$ cat src/rtl/core/mrrf_pkg.sv
// ----------------------------------------------------------------------------
// mrrf_pkg
// types, constants and the crc byte update for the read request framer
// ----------------------------------------------------------------------------
`default_nettype none

package mrrf_pkg;

  localparam logic [15:0] CRC_INIT          = 16'hFFFF;
  localparam logic [15:0] CRC_POLY          = 16'hA001;
  localparam logic [7:0]  FUNC_INPUT_REGS   = 8'h04;
  localparam logic [7:0]  FUNC_HOLDING_REGS = 8'h03;
  localparam logic [3:0]  INPUT_CLASS_DIGIT = 4'd3;
  localparam int          FRAME_LEN         = 8;
  localparam int          IDX_W             = $clog2(FRAME_LEN);

  // frame byte positions, transmit order
  localparam logic [IDX_W-1:0] POS_ID       = 3'd0;
  localparam logic [IDX_W-1:0] POS_FUNC     = 3'd1;
  localparam logic [IDX_W-1:0] POS_ADDR_HI  = 3'd2;
  localparam logic [IDX_W-1:0] POS_ADDR_LO  = 3'd3;
  localparam logic [IDX_W-1:0] POS_COUNT_HI = 3'd4;
  localparam logic [IDX_W-1:0] POS_COUNT_LO = 3'd5;
  localparam logic [IDX_W-1:0] POS_CRC_LO   = 3'd6;
  localparam logic [IDX_W-1:0] POS_CRC_HI   = 3'd7;

  typedef struct packed {
    logic [7:0]  device_id;
    logic [3:0]  leading_digit;
    logic [16:0] register_number;
    logic [15:0] register_count;
  } request_t;

  typedef struct packed {
    logic [7:0] frame_byte;
    logic       last_byte;
  } frame_t;

  // crc-16 modbus update over one byte, lsb first
  function automatic logic [15:0] crc_byte(input logic [15:0] crc_in, input logic [7:0] data);
    logic [15:0] c;
    c = crc_in ^ {8'h00, data};
    for (int b = 0; b < 8; b++) begin
      if (c[0]) begin
        c = (c >> 1) ^ CRC_POLY;
      end else begin
        c = c >> 1;
      end
    end
    return c;
  endfunction

endpackage

`default_nettype wire

$ cat src/rtl/core/modbus_read_request_framer_unit.sv
// ----------------------------------------------------------------------------
// modbus_read_request_framer_unit
// turns one read request into the eight byte rtu frame with its crc
// ----------------------------------------------------------------------------
//
//  channel   direction  handshake                   word
//  request   in         request_valid/request_stall request_t (one read request)
//  frame     out        frame_valid/frame_stall     frame_t (one frame byte)
//
//  the eight frame bytes share the one-word output register, so one byte leaves
//  per cycle unless frame_stall holds the output, and the crc follows the header bytes out
//  the next request is taken in the cycle that loads the crc high byte, so frames
//  follow each other with no gap
//  rst (synchronous) empties the frame buffer and the output register
//  frame_stall holds a valid output word and freezes the byte sequencer
//
`default_nettype none

module modbus_read_request_framer_unit (
  input  wire                 clk,
  input  wire                 rst,
  input  wire                 request_valid,
  output logic                request_stall,
  input  wire mrrf_pkg::request_t request,
  output logic                frame_valid,
  input  wire                 frame_stall,
  output mrrf_pkg::frame_t    frame
);
  import mrrf_pkg::*;

  // frame buffer: the six header bytes of the request being sent
  logic             busy;
  logic [IDX_W-1:0] idx;
  logic [15:0]      crc;
  logic [7:0]       dev_id;
  logic [7:0]       func_code;
  logic [15:0]      start_addr;
  logic [15:0]      reg_count;

  logic             load;
  logic             accept;
  logic [7:0]       cur_byte;
  logic [16:0]      start_wide;

  // output register may take a new word when empty or being drained
  assign load   = busy && (!frame_valid || !frame_stall);
  // free buffer, or the crc high byte is going out this cycle
  assign request_stall = busy && !(load && idx == POS_CRC_HI);
  assign accept = request_valid && !request_stall;

  assign start_wide = request.register_number - 17'd1;

  // byte at the current position
  always_comb begin
    unique case (idx)
      POS_ID:       cur_byte = dev_id;
      POS_FUNC:     cur_byte = func_code;
      POS_ADDR_HI:  cur_byte = start_addr[15:8];
      POS_ADDR_LO:  cur_byte = start_addr[7:0];
      POS_COUNT_HI: cur_byte = reg_count[15:8];
      POS_COUNT_LO: cur_byte = reg_count[7:0];
      POS_CRC_LO:   cur_byte = crc[7:0];
      POS_CRC_HI:   cur_byte = crc[15:8];
      default:      cur_byte = 8'h00;
    endcase
  end

  // sequencer and crc
  always_ff @(posedge clk) begin
    if (rst) begin
      busy <= 1'b0;
      idx  <= '0;
    end else begin
      if (load) begin
        idx <= idx + 1'b1;
        if (idx == POS_CRC_HI) begin
          busy <= 1'b0;
        end
      end
      if (accept) begin
        busy <= 1'b1;
        idx  <= '0;
      end
    end
  end

  always_ff @(posedge clk) begin
    if (accept) begin
      dev_id     <= request.device_id;
      func_code  <= (request.leading_digit == INPUT_CLASS_DIGIT) ? FUNC_INPUT_REGS
                                                                  : FUNC_HOLDING_REGS;
      start_addr <= start_wide[15:0];
      reg_count  <= request.register_count;
      crc        <= CRC_INIT;
    end else if (load && idx < POS_CRC_LO) begin
      // header bytes feed the crc as they go out
      crc <= crc_byte(crc, cur_byte);
    end
  end

  // output register
  always_ff @(posedge clk) begin
    if (rst) begin
      frame_valid <= 1'b0;
    end else if (!frame_valid || !frame_stall) begin
      frame_valid <= busy;
    end
  end

  always_ff @(posedge clk) begin
    if (load) begin
      frame.frame_byte <= cur_byte;
      frame.last_byte  <= (idx == POS_CRC_HI);
    end
  end

  // checks on the sequencer
  a_idle_idx_zero: assert property (@(posedge clk) disable iff (rst)
    !busy |-> idx == '0)
    else $error("sequencer position not cleared while idle");

  a_accept_starts: assert property (@(posedge clk) disable iff (rst)
    accept |=> busy && idx == '0)
    else $error("accepted request did not start at the id byte");

  a_stall_freezes: assert property (@(posedge clk) disable iff (rst)
    busy && frame_valid && frame_stall |=> $stable(idx) && $stable(crc))
    else $error("sequencer moved while output stalled");

  a_last_wraps: assert property (@(posedge clk) disable iff (rst)
    frame_valid && frame.last_byte |-> idx == '0)
    else $error("last byte out but sequencer not wrapped");

endmodule

`default_nettype wire
$ cat config.mk
export PLATFORM = sky130hd
export DESIGN_NAME = modbus_read_request_framer_unit
export DESIGN_NICKNAME = d
export VERILOG_FILES = /design/src/rtl/core/mrrf_pkg.sv /design/src/rtl/core/modbus_read_request_framer_unit.sv
export SDC_FILE = /design/constraint.sdc
export NUM_CORES = 1
export LEC_CHECK = 0
export BUFFER_PORTS_ARGS = -buffer_cell sky130_fd_sc_hd__buf_4
export CAP_MARGIN = 25
export CORE_UTILIZATION = 50
export CTS_CLUSTER_DIAMETER = 150
export CTS_CLUSTER_SIZE = 25
export DETAILED_ROUTE_END_ITERATION = 12
export PLACE_DENSITY = 0.82
export SYNTH_ARGS = -nofsm -noshare
export SYNTH_HDL_FRONTEND = slang
export SYNTH_SLANG_ARGS = --single-unit
$ cat constraint.sdc
create_clock -name clk -period 3.1 [get_ports clk]
set_input_delay 0.31 -clock clk [delete_from_list [all_inputs] [get_ports clk]]
set_output_delay 0.31 -clock clk [all_outputs]
set_load 0.01 [all_outputs]
==> reports/results.ini <==
[critical_path]
cp_slowest_cell=xnor3_2
worstSetupStartpointType=register
crit_fanout=9
cp.required_ps=3340
critPathMaxStageDelay_ps=510
r2r_end=crc[0]
rr_worst_depth=11
crit_top_cell=a21oi_1
regToRegSetupSlack_ps=210
crit_type=register to register
reg2reg_from=idx[0]
critPathArrivalTime_ps=3130
crit_chain=inv_1, ha_1, buf_4, a21oi_1, a21oi_1, o31a_1, a211oi_2, xnor2_1, xnor3_2, xnor3_1, o21ai_1
end_kind=register

[final_layout]
final_core_util_pct=65.2
final_common_cell=buf_4
multi_input_comb_area_sq_mm=0.00127
fillerInstances=445
area_growth_pct=25.1
diodes=0
seqCellArea_sq_mm=0.00195
nets=399
drive_gt1_share_pct=29.3
layout_common_cells=buf_4 (69), edfxtp_1 (51), nand2_1 (36)

[hold_path]
hp-class=input port to register
hold_path_end=reg_count[10]
min_from=request[10]
whs_path_depth=1

[power_and_ir_drop]
p_leak_nw=1.66
vdd_drop_max_mv=0.378
p_per_area_mw_per_mm2=675

[die]
initial_utilization_pct=52.1
num_rows=29
io_pins=60
die-height_um=83.3
die_w_um=83.3
die-area_sq_mm=0.00694
core_sq_mm=0.00635

[detailed_routing]
vias=2362
drc=0
first_pass_iters=6
totalWireLength_um=6780
viasPerCell=5.56
detail_route.iter0.violations=242
avgRoutedWirePerCell_um=16.0
drtAntennaViolNets=0

[sta]
tns_ps=0
period_share_pct=93.2
period_needed_ps=2890
hold_slack_ps=127
skew_ps=8.97
setup-violations-final=0
slew_headroom_pct=69.8
fmax_mhz=346
slew_violations=0
hold_violations=0
worst_pin_slew_ps=453
rsz0062_at_grt=false

[global_routing]
grt_pass1_wl_um=11300
antenna_found_initial=0
grt_overflow_total=0
grt_pass1_vias=2287
grt_usage_pct=21.3
grt_max_degree=39

[status]
status=complete, no violations

[clock_network]
hold_buffers=0
cts_sinks=72
clock_path_buffers=2
cts-root-buf=clkbuf_8
cts.reportedPaths.clkPinSlew_ps=70
cts_tree=yes
htreeDepth=3
numCtsBuffers=9
clk_latency_ps=360

[logic_synthesis]
syn_area_sq_mm=0.00331
ys.flop_type=edfxtp_1
synth_seq_cells=72
mappedNetlistNets=331
synth_cells=275
ys_seq_area_share_pct=59.0
yosys_warnings=0
synth-edff-count=51
yosysUniqueCellTypes=41
synth_async_sr_flop_share_pct=0
syn_avg_cell_area_sq_um=12.0

[place]
io_buffer_count=58
dpl.hpwl_um=4980
place.gp.congestion=0.815

[job]
cap_violations=0

[how the worst max path moves through the flow]
stage / from / end / slack [ps] / cells after the start
finish: idx[0] / crc[0] / 210 / 11
global route: idx[0] / crc[0] / 10 / 10
CTS: idx[1] / crc[0] / 30 / 10
detailed placement: idx[1] / crc[0] / 40 / 10
global placement: idx[1] / crc[0] / 110 / 10
floorplan: idx[2] / crc[0] / 350 / 11
[state kept, by name, indices dropped and copies added, names as in the netlist]
name,flops
crc,16
reg_count,16
start_addr,16
frame,9
dev_id,8
idx,3
func_code,2
busy,1
frame_valid,1
[timing repair]
action / in CTS / in global routing
gates resized for setup: 0 / 6
setup endpoints to repair: 0 / 3
buffers inserted: 0 / 1
[report_power, final]
group / internal, mW / total, mW / switching (mW)
clock: 0.535 / 0.886 / 0.351
combinational: 0.387 / 0.690 / 0.304
sequential: 1.14 / 1.22 / 0.0766
total: 2.06 / 2.79 / 0.731
[Yosys cell counts (3+ instances only)]
cell | number | area share (%)
a22o_1 | 5 | 1.3
edfxtp_1 | 51 | 46
mux2_2 | 3 | 1.0
nand2_1 | 36 | 4.1
inv_1 | 9 | 1.0
a21oi_1 | 13 | 2.0
a31oi_1 | 4 | 0.76
clkbuf_1 | 9 | 1.0
nor3_1 | 9 | 1.4
nand3_1 | 7 | 1.1
nor2_1 | 19 | 2.2
a222oi_1 | 6 | 1.8
ha_1 | 7 | 2.6
a22oi_1 | 5 | 1.1
o211ai_1 | 9 | 2.0
xnor2_1 | 18 | 4.8
xor2_1 | 12 | 3.2
dfxtp_1 | 21 | 13
[layer usage]
metal,GRT usage [%],vias to the layer above,wire length [um],share of wire [%]
met5,0,-,0,0
met4,7.52,0,135,2.0
met3,5.57,13,413,6.1
met2,35.5,104,3400,50
met1,26.8,1100,2830,42
li1,-,1145,-,-
[worst max-delay path: cells and delay by family, from the launching register on]
family | cells | cell delay, ps
compound gates | 5 | 860
xor+xnor | 3 | 930
fa+ha+maj | 1 | 290
buf+inv | 2 | 290
flops | 1 | 410
[layout make-up]
cell class / count / area share (%)
Clock buffer: 9 / 2.99
Clock inverter: 7 / 2.90
Inverter: 9 / 0.816
Multi-Input combinational cell: 181 / 30.8
Sequential cell: 72 / 47.2
Tap cell: 77 / 2.33
Timing Repair Buffer: 70 / 13.0
[stage by stage]
stage                     cell area (sq um)  setup slack [ps]  power (mW)  instances
after floorplan                        3310               346        1.71        275
after global placement                 3860               110        1.89        408
after detailed placement               3860              43.2        1.91        408
after CTS                              4110              33.0        2.79        424
after global routing                   4140              10.0        2.94        425
final                                  4140               209        2.79        425
[cell families (layout without fill, tap and decap cells)]
group | after synthesis | after routing | synth area share, %
AND/OR/NAND/NOR | 84 | 84 | 11.6
flip-flops | 72 | 72 | 59.0
AO/OA/AOI/OAI | 52 | 52 | 11.5
XOR/XNOR | 35 | 35 | 11.0
buffers and inverters | 22 | 95 | 3.18
adder cells (fa/ha/maj) | 7 | 7 | 2.65
multiplexers | 3 | 3 | 1.02
Note: power is estimated with default switching activity, not from simulation.
